--- config.mk ---
export PLATFORM = sky130hd
export DESIGN_NAME = obstacle_avoid_sequencer_core
export DESIGN_NICKNAME = d
export VERILOG_FILES = /design/src/sv/oas_pkg.sv /design/src/sv/oas_regs.sv /design/src/sv/oas_fsm.sv /design/src/sv/obstacle_avoid_sequencer_core.sv
export SDC_FILE = /design/constraint.sdc
export NUM_CORES = 1
export LEC_CHECK = 0
export ABC_AREA = 1
export BUFFER_PORTS_ARGS = -buffer_cell sky130_fd_sc_hd__clkbuf_2
export CORE_MARGIN = 2
export CORE_UTILIZATION = 60
export CTS_CLUSTER_SIZE = 28
export DETAILED_ROUTE_END_ITERATION = 12
export GPL_ROUTABILITY_DRIVEN = 0
export PLACE_DENSITY = 0.83
export SYNTH_ARGS = -nofsm -noshare
export SYNTH_HDL_FRONTEND = slang
export SYNTH_SLANG_ARGS = --single-unit
--- constraint.sdc ---
create_clock -name clk -period 4.8 [get_ports clk]
set_clock_uncertainty 0.1 [all_clocks]
set_input_delay 0.96 -clock clk [delete_from_list [all_inputs] [get_ports clk]]
set_output_delay 0.96 -clock clk [all_outputs]
set_load 0.1 [all_outputs]
--- src/sv/oas_pkg.sv ---
// Shared types and constants for the obstacle avoidance sequencer.
package oas_pkg;

	// phase codes
	localparam logic [2:0] PH_FORWARD    = 3'd0;
	localparam logic [2:0] PH_BRAKE_BACK = 3'd1;
	localparam logic [2:0] PH_REVERSE    = 3'd2;
	localparam logic [2:0] PH_BRAKE_TURN = 3'd3;
	localparam logic [2:0] PH_TURN       = 3'd4;
	localparam logic [2:0] PH_SETTLE     = 3'd5;
	localparam logic [2:0] PH_CHECK      = 3'd6;

	// configuration register indexes
	localparam logic [2:0] REG_LIMIT_MM      = 3'd0;
	localparam logic [2:0] REG_BRAKE_MS      = 3'd1;
	localparam logic [2:0] REG_REVERSE_MS    = 3'd2;
	localparam logic [2:0] REG_TURN_MS       = 3'd3;
	localparam logic [2:0] REG_SETTLE_MS     = 3'd4;
	localparam logic [2:0] REG_FORWARD_SPEED = 3'd5;
	localparam logic [2:0] REG_REVERSE_SPEED = 3'd6;
	localparam logic [2:0] REG_TURN_SPEED    = 3'd7;

	// register reset values
	localparam logic [11:0] RST_LIMIT_MM   = 12'd200;
	localparam logic [15:0] RST_BRAKE_MS   = 16'd100;
	localparam logic [15:0] RST_REVERSE_MS = 16'd300;
	localparam logic [15:0] RST_TURN_MS    = 16'd650;
	localparam logic [15:0] RST_SETTLE_MS  = 16'd300;
	localparam logic [6:0]  RST_SPEED      = 7'd60;

	typedef struct packed {
		logic        restart;
		logic [7:0]  elapsed_ms;
		logic [11:0] range_mm;
	} oas_in_t;

	typedef struct packed {
		logic              motor_write;
		logic signed [7:0] left_speed;
		logic signed [7:0] right_speed;
		logic [2:0]        phase;
		logic              range_used;
	} oas_out_t;

	typedef struct packed {
		logic [11:0] limit_mm;
		logic [15:0] brake_ms;
		logic [15:0] reverse_ms;
		logic [15:0] turn_ms;
		logic [15:0] settle_ms;
		logic [6:0]  forward_speed;
		logic [6:0]  reverse_speed;
		logic [6:0]  turn_speed;
	} oas_cfg_t;

endpackage

--- src/sv/oas_regs.sv ---
// Configuration register file of the obstacle avoidance sequencer.
module oas_regs (
	input  logic              clk,
	input  logic              arst_n,
	input  logic              wr_en,
	input  logic [2:0]        wr_index,
	input  logic [15:0]       wr_data,
	output oas_pkg::oas_cfg_t cfg
);
	import oas_pkg::*;

	oas_cfg_t cfg_q;

	// write one register per accepted configuration item
	always_ff @(posedge clk or negedge arst_n) begin
		if (!arst_n) begin
			cfg_q.limit_mm      <= RST_LIMIT_MM;
			cfg_q.brake_ms      <= RST_BRAKE_MS;
			cfg_q.reverse_ms    <= RST_REVERSE_MS;
			cfg_q.turn_ms       <= RST_TURN_MS;
			cfg_q.settle_ms     <= RST_SETTLE_MS;
			cfg_q.forward_speed <= RST_SPEED;
			cfg_q.reverse_speed <= RST_SPEED;
			cfg_q.turn_speed    <= RST_SPEED;
		end else if (wr_en) begin
			unique case (wr_index)
				REG_LIMIT_MM:      cfg_q.limit_mm      <= wr_data[11:0];
				REG_BRAKE_MS:      cfg_q.brake_ms      <= wr_data;
				REG_REVERSE_MS:    cfg_q.reverse_ms    <= wr_data;
				REG_TURN_MS:       cfg_q.turn_ms       <= wr_data;
				REG_SETTLE_MS:     cfg_q.settle_ms     <= wr_data;
				REG_FORWARD_SPEED: cfg_q.forward_speed <= wr_data[6:0];
				REG_REVERSE_SPEED: cfg_q.reverse_speed <= wr_data[6:0];
				REG_TURN_SPEED:    cfg_q.turn_speed    <= wr_data[6:0];
				default:           cfg_q.limit_mm      <= cfg_q.limit_mm;
			endcase
		end
	end

	assign cfg = cfg_q;

endmodule

--- src/sv/oas_fsm.sv ---
// Phase sequencer and one-shot timer: computes one result per accepted poll.
module oas_fsm (
	input  logic              clk,
	input  logic              arst_n,
	input  logic              accept,
	input  oas_pkg::oas_in_t  poll,
	input  oas_pkg::oas_cfg_t cfg,
	output oas_pkg::oas_out_t result
);
	import oas_pkg::*;

	logic [2:0]  phase_q;
	logic [15:0] timer_left_q;
	logic        timer_armed_q;

	logic [2:0]        phase_d;
	logic [15:0]       timer_left_d;
	logic              timer_armed_d;
	logic              fired;
	logic              clear;
	logic              wr;
	logic signed [7:0] left_d;
	logic signed [7:0] right_d;
	logic              sampled;
	logic signed [7:0] fwd;
	logic signed [7:0] rev_n;
	logic signed [7:0] trn;
	logic signed [7:0] trn_n;

	assign fwd   = {1'b0, cfg.forward_speed};
	assign rev_n = 8'sd0 - {1'b0, cfg.reverse_speed};
	assign trn   = {1'b0, cfg.turn_speed};
	assign trn_n = 8'sd0 - trn;
	assign clear = poll.range_mm > cfg.limit_mm;

	// next phase, timer and motor command
	always_comb begin
		phase_d       = phase_q;
		timer_left_d  = timer_left_q;
		timer_armed_d = timer_armed_q;
		fired         = 1'b0;
		wr            = 1'b0;
		left_d        = 8'sd0;
		right_d       = 8'sd0;
		sampled       = 1'b0;
		if (poll.restart) begin
			phase_d       = PH_FORWARD;
			timer_left_d  = 16'd0;
			timer_armed_d = 1'b0;
			wr            = 1'b1;
		end else begin
			// count the timer down, fire when elapsed covers what is left
			if (timer_armed_q) begin
				if ({8'd0, poll.elapsed_ms} >= timer_left_q) begin
					fired         = 1'b1;
					timer_armed_d = 1'b0;
					timer_left_d  = 16'd0;
				end else begin
					timer_left_d = timer_left_q - {8'd0, poll.elapsed_ms};
				end
			end
			unique case (phase_q)
				PH_FORWARD: begin
					sampled = 1'b1;
					wr      = 1'b1;
					if (clear) begin
						left_d  = fwd;
						right_d = fwd;
					end else begin
						phase_d       = PH_BRAKE_BACK;
						timer_left_d  = cfg.brake_ms;
						timer_armed_d = 1'b1;
					end
				end
				PH_BRAKE_BACK: begin
					if (fired) begin
						wr            = 1'b1;
						left_d        = rev_n;
						right_d       = rev_n;
						phase_d       = PH_REVERSE;
						timer_left_d  = cfg.reverse_ms;
						timer_armed_d = 1'b1;
					end
				end
				PH_REVERSE: begin
					if (fired) begin
						wr            = 1'b1;
						phase_d       = PH_BRAKE_TURN;
						timer_left_d  = cfg.brake_ms;
						timer_armed_d = 1'b1;
					end
				end
				PH_BRAKE_TURN: begin
					if (fired) begin
						wr            = 1'b1;
						left_d        = trn_n;
						right_d       = trn;
						phase_d       = PH_TURN;
						timer_left_d  = cfg.turn_ms;
						timer_armed_d = 1'b1;
					end
				end
				PH_TURN: begin
					if (fired) begin
						wr            = 1'b1;
						phase_d       = PH_SETTLE;
						timer_left_d  = cfg.settle_ms;
						timer_armed_d = 1'b1;
					end
				end
				PH_SETTLE: begin
					if (fired) begin
						phase_d = PH_CHECK;
					end
				end
				PH_CHECK: begin
					sampled = 1'b1;
					wr      = 1'b1;
					if (clear) begin
						left_d  = fwd;
						right_d = fwd;
						phase_d = PH_FORWARD;
					end else begin
						left_d        = trn_n;
						right_d       = trn;
						phase_d       = PH_TURN;
						timer_left_d  = cfg.turn_ms;
						timer_armed_d = 1'b1;
					end
				end
				default: begin
					// unreachable code: hold the phase, issue nothing
					phase_d = phase_q;
				end
			endcase
		end
	end

	// advance the state on each accepted poll
	always_ff @(posedge clk or negedge arst_n) begin
		if (!arst_n) begin
			phase_q       <= PH_FORWARD;
			timer_left_q  <= 16'd0;
			timer_armed_q <= 1'b0;
		end else if (accept) begin
			phase_q       <= phase_d;
			timer_left_q  <= timer_left_d;
			timer_armed_q <= timer_armed_d;
		end
	end

	always_comb begin
		result.motor_write = wr;
		result.left_speed  = left_d;
		result.right_speed = right_d;
		result.phase       = phase_d;
		result.range_used  = sampled;
	end

endmodule

--- src/sv/obstacle_avoid_sequencer_core.sv ---
// Top level of the obstacle avoidance sequencer: config port, sequencer, result register.
// Each accepted poll yields one result item in the output register in the cycle after it; a new
// poll is taken every cycle as long as the output register is empty or being drained.
// The whole phase and timer update is one combinational step between the input channel
// and the result register, so the rate is one poll per clock unless stalled. Configuration writes are
// always ready and take effect on the next poll.
module obstacle_avoid_sequencer_core (
	input  logic              clk,
	input  logic              arst_n,
	input  logic              in_valid,
	output logic              in_stall,
	input  oas_pkg::oas_in_t  in_data,
	output logic              out_valid,
	input  logic              out_stall,
	output oas_pkg::oas_out_t out_data,
	input  logic              cfg_valid,
	output logic              cfg_ready,
	input  logic [2:0]        cfg_index,
	input  logic [15:0]       cfg_data
);
	import oas_pkg::*;

	oas_cfg_t cfg;
	oas_out_t result;
	oas_out_t out_q;
	logic     out_valid_q;
	logic     accept;

	assign cfg_ready = 1'b1;
	assign in_stall  = out_valid_q & out_stall;
	assign accept    = in_valid & ~in_stall;

	oas_regs u_regs (
		.clk      (clk),
		.arst_n   (arst_n),
		.wr_en    (cfg_valid & cfg_ready),
		.wr_index (cfg_index),
		.wr_data  (cfg_data),
		.cfg      (cfg)
	);

	oas_fsm u_fsm (
		.clk    (clk),
		.arst_n (arst_n),
		.accept (accept),
		.poll   (in_data),
		.cfg    (cfg),
		.result (result)
	);

	// hold the result item until the consumer takes it
	always_ff @(posedge clk or negedge arst_n) begin
		if (!arst_n) begin
			out_valid_q <= 1'b0;
		end else if (accept) begin
			out_valid_q <= 1'b1;
		end else if (!out_stall) begin
			out_valid_q <= 1'b0;
		end
	end

	always_ff @(posedge clk) begin
		if (accept) begin
			out_q <= result;
		end
	end

	assign out_valid = out_valid_q;
	assign out_data  = out_q;

endmodule

==> flow_summary.html <==
<table>
<tr><th>Metric</th><th>Value</th></tr>
<tr><th colspan="2">Yosys</th></tr>
<tr><td>Number of nets in the synthesized netlist</td><td>around 1300</td></tr>
<tr><td>Fraction of synthesized cell area in xor and xnor cells</td><td>under 10%</td></tr>
<tr><td>Cell types occupying the most area after synthesis</td><td>sky130_fd_sc_hd__dfrtp_1 (25%), sky130_fd_sc_hd__nand2_1 (17%), sky130_fd_sc_hd__dfstp_2 (8.8%)</td></tr>
<tr><td>Total of flip-flops plus latches after synthesis</td><td>about 140</td></tr>
<tr><td>Proportion of synthesized flip-flops having asynchronous set or reset</td><td>roughly 86%</td></tr>
<tr><td>Average instance area after synthesis</td><td>just over 7 um^2</td></tr>
<tr><td>Gate count of the mapped netlist</td><td>roughly 1300</td></tr>
<tr><td>Portion of synthesized cell area occupied by the leading cell type</td><td>approximately a quarter</td></tr>
<tr><td>Cell type with the highest aggregate area in the netlist</td><td>sky130_fd_sc_hd__dfrtp_1</td></tr>
<tr><td>EDFF count, synth</td><td>20</td></tr>
<tr><td>Multiplexer area fraction after synthesis</td><td>0%</td></tr>
<tr><td>Ys flop type</td><td>sky130_fd_sc_hd__dfrtp_1</td></tr>
<tr><td>Syn. warnings</td><td>0</td></tr>
<tr><td>Post-synthesis share of cell area spent on full adders, half adders and majority gates</td><td>around 3.3%</td></tr>
<tr><td>Compound-cell area share of the yosys netlist</td><td>between 10% and 20%</td></tr>
<tr><td>Combined area of all synthesized cells</td><td>about 8900 um^2</td></tr>
<tr><td>Main combinational cell family by area after synthesis</td><td>simple AND/OR/NAND/NOR gates</td></tr>
<tr><td>Portion of the post-synthesis area used by sequential elements</td><td>just over 40%</td></tr>
<tr><td>Post-synthesis share of cell area spent on and, or, nand and nor gates</td><td>about a third</td></tr>
<tr><td>Distinct cells, synth</td><td>just under 50</td></tr>
<tr><th colspan="2">STA</th></tr>
<tr><td>Peak clock frequency supported by timing</td><td>around 300 MHz</td></tr>
<tr><td>Final setup violation count</td><td>0</td></tr>
<tr><td>Final-layout worst hold slack</td><td>roughly 0.39 ns</td></tr>
<tr><td>Shortest period the worst path allows</td><td>between 3 and 4 ns</td></tr>
<tr><td>Final total negative setup slack</td><td>0 ns</td></tr>
<tr><td>Unrepaired setup endpoints after global routing</td><td>false</td></tr>
<tr><td>Hold Vio Cnt, Final</td><td>0</td></tr>
<tr><td>Slew Limit Fails</td><td>0</td></tr>
<tr><td>Slew at the pin closest to its max-slew limit</td><td>between 1 and 1.5 ns</td></tr>
<tr><td>Max-slew headroom</td><td>between 20% and 30%</td></tr>
<tr><td>Final cycle utilization of the critical path</td><td>a little over two thirds</td></tr>
<tr><th colspan="2">Pwr</th></tr>
<tr><td>Maximum VDD drop</td><td>around 0.32 mV</td></tr>
<tr><td>Power per standard cell area</td><td>562 nW/um^2</td></tr>
<tr><td>Leakage power total</td><td>between 5 and 6 nW</td></tr>
<tr><td>Total power consumption of the routed design</td><td>about 5.6 mW</td></tr>
<tr><th colspan="2">Critical path</th></tr>
<tr><td>Worst r2r src</td><td>u_fsm.timer_left_q[0]</td></tr>
<tr><td>First element of the critical path</td><td>in_data[12]</td></tr>
<tr><td>Reg2reg setup slack</td><td>between 1.5 and 2 ns</td></tr>
<tr><td>Worst reg-to-reg path cell count</td><td>17</td></tr>
<tr><td>Worst reg2reg path endpoint</td><td>out_data[19]</td></tr>
<tr><td>Setup CP Type</td><td>primary input to flop</td></tr>
<tr><td>Type of origin of the critical path</td><td>primary input</td></tr>
<tr><td>Data arrival time of the critical path</td><td>about 3.5 ns</td></tr>
<tr><td>Worst EP required</td><td>4.90 ns</td></tr>
<tr><td>Largest fanout on the critical path</td><td>34</td></tr>
<tr><td>Crit end category</td><td>flop</td></tr>
<tr><th colspan="2">Finish</th></tr>
<tr><td>Footprint of the multi-input gates</td><td>4290 um^2</td></tr>
<tr><td>Number of fill cells in the layout</td><td>between 1000 and 1500</td></tr>
<tr><td>Fraction of the core area covered by cells at the end of the flow</td><td>68.1%</td></tr>
<tr><td>Antenna diode count</td><td>0</td></tr>
<tr><td>Commonest non-fill, non-tap cell in the layout</td><td>sky130_fd_sc_hd__nand2_1</td></tr>
<tr><td>Most frequent cells in the layout</td><td>sky130_fd_sc_hd__nand2_1 (396), sky130_fd_sc_hd__inv_1 (169), sky130_fd_sc_hd__o21ai_0 (117)</td></tr>
<tr><td>Area of all placed cells without fillers</td><td>a little under 10000 um^2</td></tr>
<tr><td>Syn-to-layout area delta</td><td>11.0%</td></tr>
<tr><td>Net count reported at finish</td><td>approximately 1400</td></tr>
<tr><td>Register area</td><td>approximately 3600 um^2</td></tr>
<tr><td>Layout cells sized above 1</td><td>roughly an eighth</td></tr>
<tr><th colspan="2">Drt</th></tr>
<tr><td>Post-route antenna net violation count</td><td>0</td></tr>
<tr><td>Drt wl/cell</td><td>approximately 16 um</td></tr>
<tr><td>Via count</td><td>~8500</td></tr>
<tr><td>Average via count per standard cell</td><td>approximately 5.7</td></tr>
<tr><td>Number of detailed-route iterations in the first pass</td><td>7</td></tr>
<tr><td>Total detailed-routing wirelength</td><td>between 20 and 25 mm</td></tr>
<tr><td>Number of DRC markers in iteration 0</td><td>~1000</td></tr>
<tr><td>DRC violation count after routing</td><td>0</td></tr>
<tr><th colspan="2">Status</th></tr>
<tr><td>Outcome</td><td>finished, final reports clean</td></tr>
<tr><th colspan="2">Floorplan</th></tr>
<tr><td>I/O pin total</td><td>between 60 and 70</td></tr>
<tr><td>Std-Cell Rows</td><td>between 40 and 50</td></tr>
<tr><td>Die height</td><td>around 130 um</td></tr>
<tr><td>Initial cell density of the core</td><td>between 60% and 70%</td></tr>
<tr><td>Area of the core region</td><td>between 10000 and 15000 um^2</td></tr>
<tr><td>Die width</td><td>126 um</td></tr>
<tr><td>Die area</td><td>~16000 um^2</td></tr>
<tr><th colspan="2">Global route</th></tr>
<tr><td>Remaining global-route overflow</td><td>0</td></tr>
<tr><td>Vias in the first global route</td><td>roughly 7700</td></tr>
<tr><td>Maximum number of pins on one net before global-route repair</td><td>68</td></tr>
<tr><td>Wire length of the first global-routing pass</td><td>roughly 39 mm</td></tr>
<tr><td>Gr usage total</td><td>between 30% and 40%</td></tr>
<tr><td>Initial antenna violation count</td><td>0</td></tr>
<tr><th colspan="2">CTS</th></tr>
<tr><td>Cell chosen for the clock root</td><td>sky130_fd_sc_hd__clkbuf_16</td></tr>
<tr><td>TritonCTS Sinks</td><td>138</td></tr>
<tr><td>Gates resized, CTS repair</td><td>0</td></tr>
<tr><td>Clock Path Buffers</td><td>2</td></tr>
<tr><td>H-Tree Depth</td><td>4</td></tr>
<tr><td>Setup bufs post-CTS</td><td>0</td></tr>
<tr><td>TritonCTS clock tree</td><td>yes</td></tr>
<tr><td>Num CTS Buffers</td><td>17</td></tr>
<tr><td>Clock latency reported for the late side of the worst-skew pair</td><td>around 0.44 ns</td></tr>
<tr><td>CTS Hold Buffers Added</td><td>0</td></tr>
<tr><td>Clock-pin slew reported for the worst setup and hold paths after clock tree synthesis</td><td>around 0.060 ns</td></tr>
<tr><th colspan="2">Placement</th></tr>
<tr><td>Standard cell area after detailed placement</td><td>9180 um^2</td></tr>
<tr><td>IO buf count</td><td>67</td></tr>
<tr><td>Dpl hpwl</td><td>15.7 mm</td></tr>
<tr><th colspan="2">Worst hold path</th></tr>
<tr><td>Worst min-delay path startpoint</td><td>u_regs.cfg[60]</td></tr>
<tr><td>Depth of the worst hold-timing path</td><td>2</td></tr>
<tr><td>End of the worst hold path</td><td>u_regs.cfg[60]</td></tr>
<tr><td>Path class of the lowest-slack min-delay path</td><td>flop to flop</td></tr>
<tr><th colspan="2">Run</th></tr>
<tr><td>Number of maximum-capacitance violations</td><td>0</td></tr>
</table>
## synthesized netlist by cell type (2+ instances only)
cell type                  count
sky130_fd_sc_hd__a21oi_1      23
sky130_fd_sc_hd__a31oi_1       2
sky130_fd_sc_hd__buf_2        17
sky130_fd_sc_hd__buf_4        11
sky130_fd_sc_hd__buf_6         6
sky130_fd_sc_hd__buf_8         2
sky130_fd_sc_hd__clkbuf_1     27
sky130_fd_sc_hd__clkinv_1      3
sky130_fd_sc_hd__dfrtp_1      88
sky130_fd_sc_hd__dfstp_2      30
sky130_fd_sc_hd__edfxtp_1     20
sky130_fd_sc_hd__ha_1         22
sky130_fd_sc_hd__inv_1       169
sky130_fd_sc_hd__inv_2         6
sky130_fd_sc_hd__nand2_1     396
sky130_fd_sc_hd__nand2_2       5
sky130_fd_sc_hd__nand3_1      82
sky130_fd_sc_hd__nand3_2       3
sky130_fd_sc_hd__nand3_4       2
sky130_fd_sc_hd__nand3b_1      4
sky130_fd_sc_hd__nand4_1      74
sky130_fd_sc_hd__nor2_1       76
sky130_fd_sc_hd__nor2_2        6
sky130_fd_sc_hd__nor2_4        2
sky130_fd_sc_hd__nor3_1        5
sky130_fd_sc_hd__o21a_1        2
sky130_fd_sc_hd__o21ai_0     117
sky130_fd_sc_hd__o21ai_1      20
sky130_fd_sc_hd__o22ai_2       4
sky130_fd_sc_hd__o31ai_1       2
sky130_fd_sc_hd__xnor2_1       4
sky130_fd_sc_hd__xor2_1        7
## worst max-delay path: stages
cell and delay [ns]:
sky130_fd_sc_hd__clkbuf_2 0.08, sky130_fd_sc_hd__ha_1 0.23, sky130_fd_sc_hd__fa_1 0.44, sky130_fd_sc_hd__inv_1 0.07, sky130_fd_sc_hd__nand2_1 0.05, sky130_fd_sc_hd__nand2_1 0.11, sky130_fd_sc_hd__nand3_2 0.12, sky130_fd_sc_hd__nand2_2 0.12
sky130_fd_sc_hd__nand2_4 0.22, sky130_fd_sc_hd__nand3_4 0.40, sky130_fd_sc_hd__nor2_2 0.10, sky130_fd_sc_hd__nand2_1 0.11, sky130_fd_sc_hd__nand2_1 0.12, sky130_fd_sc_hd__nand2_1 0.13, sky130_fd_sc_hd__nand3_1 0.09, sky130_fd_sc_hd__nand2_1 0.09
sky130_fd_sc_hd__inv_1 0.04
## final cells by class
cell class / instances / share of cell area [%]
flip-flops and latches: 138 / 36.3
repair buffers: 76 / 4.10
clock buffers: 20 / 4.51
multi-input cells: 874 / 43.3
clock inverters: 12 / 2.71
well taps: 184 / 2.33
inverters: 178 / 6.75
## registers in the layout (all words and copies together) (netlist names)
| name | flops |
|---|---|
| out_data | 20 |
| out_valid | 1 |
| u_fsm.phase_q | 3 |
| u_fsm.timer_armed_q | 1 |
| u_fsm.timer_left_q | 16 |
| u_regs.cfg | 97 |
## worst max path at each step
stage                                  end  depth (start not counted)
floorplan           u_fsm.timer_left_q[10]                          9
global placement              out_data[19]                         17
detailed placement            out_data[19]                         17
CTS                           out_data[19]                         17
global route                  out_data[19]                         17
finish                        out_data[19]                         17
## where the power goes
| group | leakage [nW] | total, mW | switching, mW | internal [mW] |
|---|---|---|---|---|
| Combinational | 3.12 | 2.31 | 1.65 | 0.661 |
| Clock | 0.348 | 1.60 | 0.510 | 1.09 |
| Sequential | 1.63 | 1.66 | 0.201 | 1.46 |
## routing by layer
layer	global-route usage [%]	vias to the layer above	part of all wire, %
met4	11.1	0	2.0
met2	44.0	440	44
li1	-	4104	-
met3	8.03	44	9.8
met5	0	-	0
met1	43.7	3878	45
## metrics by stage
step                      instances  worst slack [ns]
after floorplan                1254              1.18
after global placement         1449              1.15
after detailed placement       1449              1.02
after CTS                      1481              1.43
after global routing           1482              1.17
final                          1482              1.41
## kinds of logic after synthesis
group / Yosys count
XOR/XNOR: 11
AO/OA/AOI/OAI: 176
other: 1
flip-flops: 138
adder cells (fa/ha/maj): 23
buffers and inverters: 242
AND/OR/NAND/NOR: 663
(Power assumes the default switching activity.)
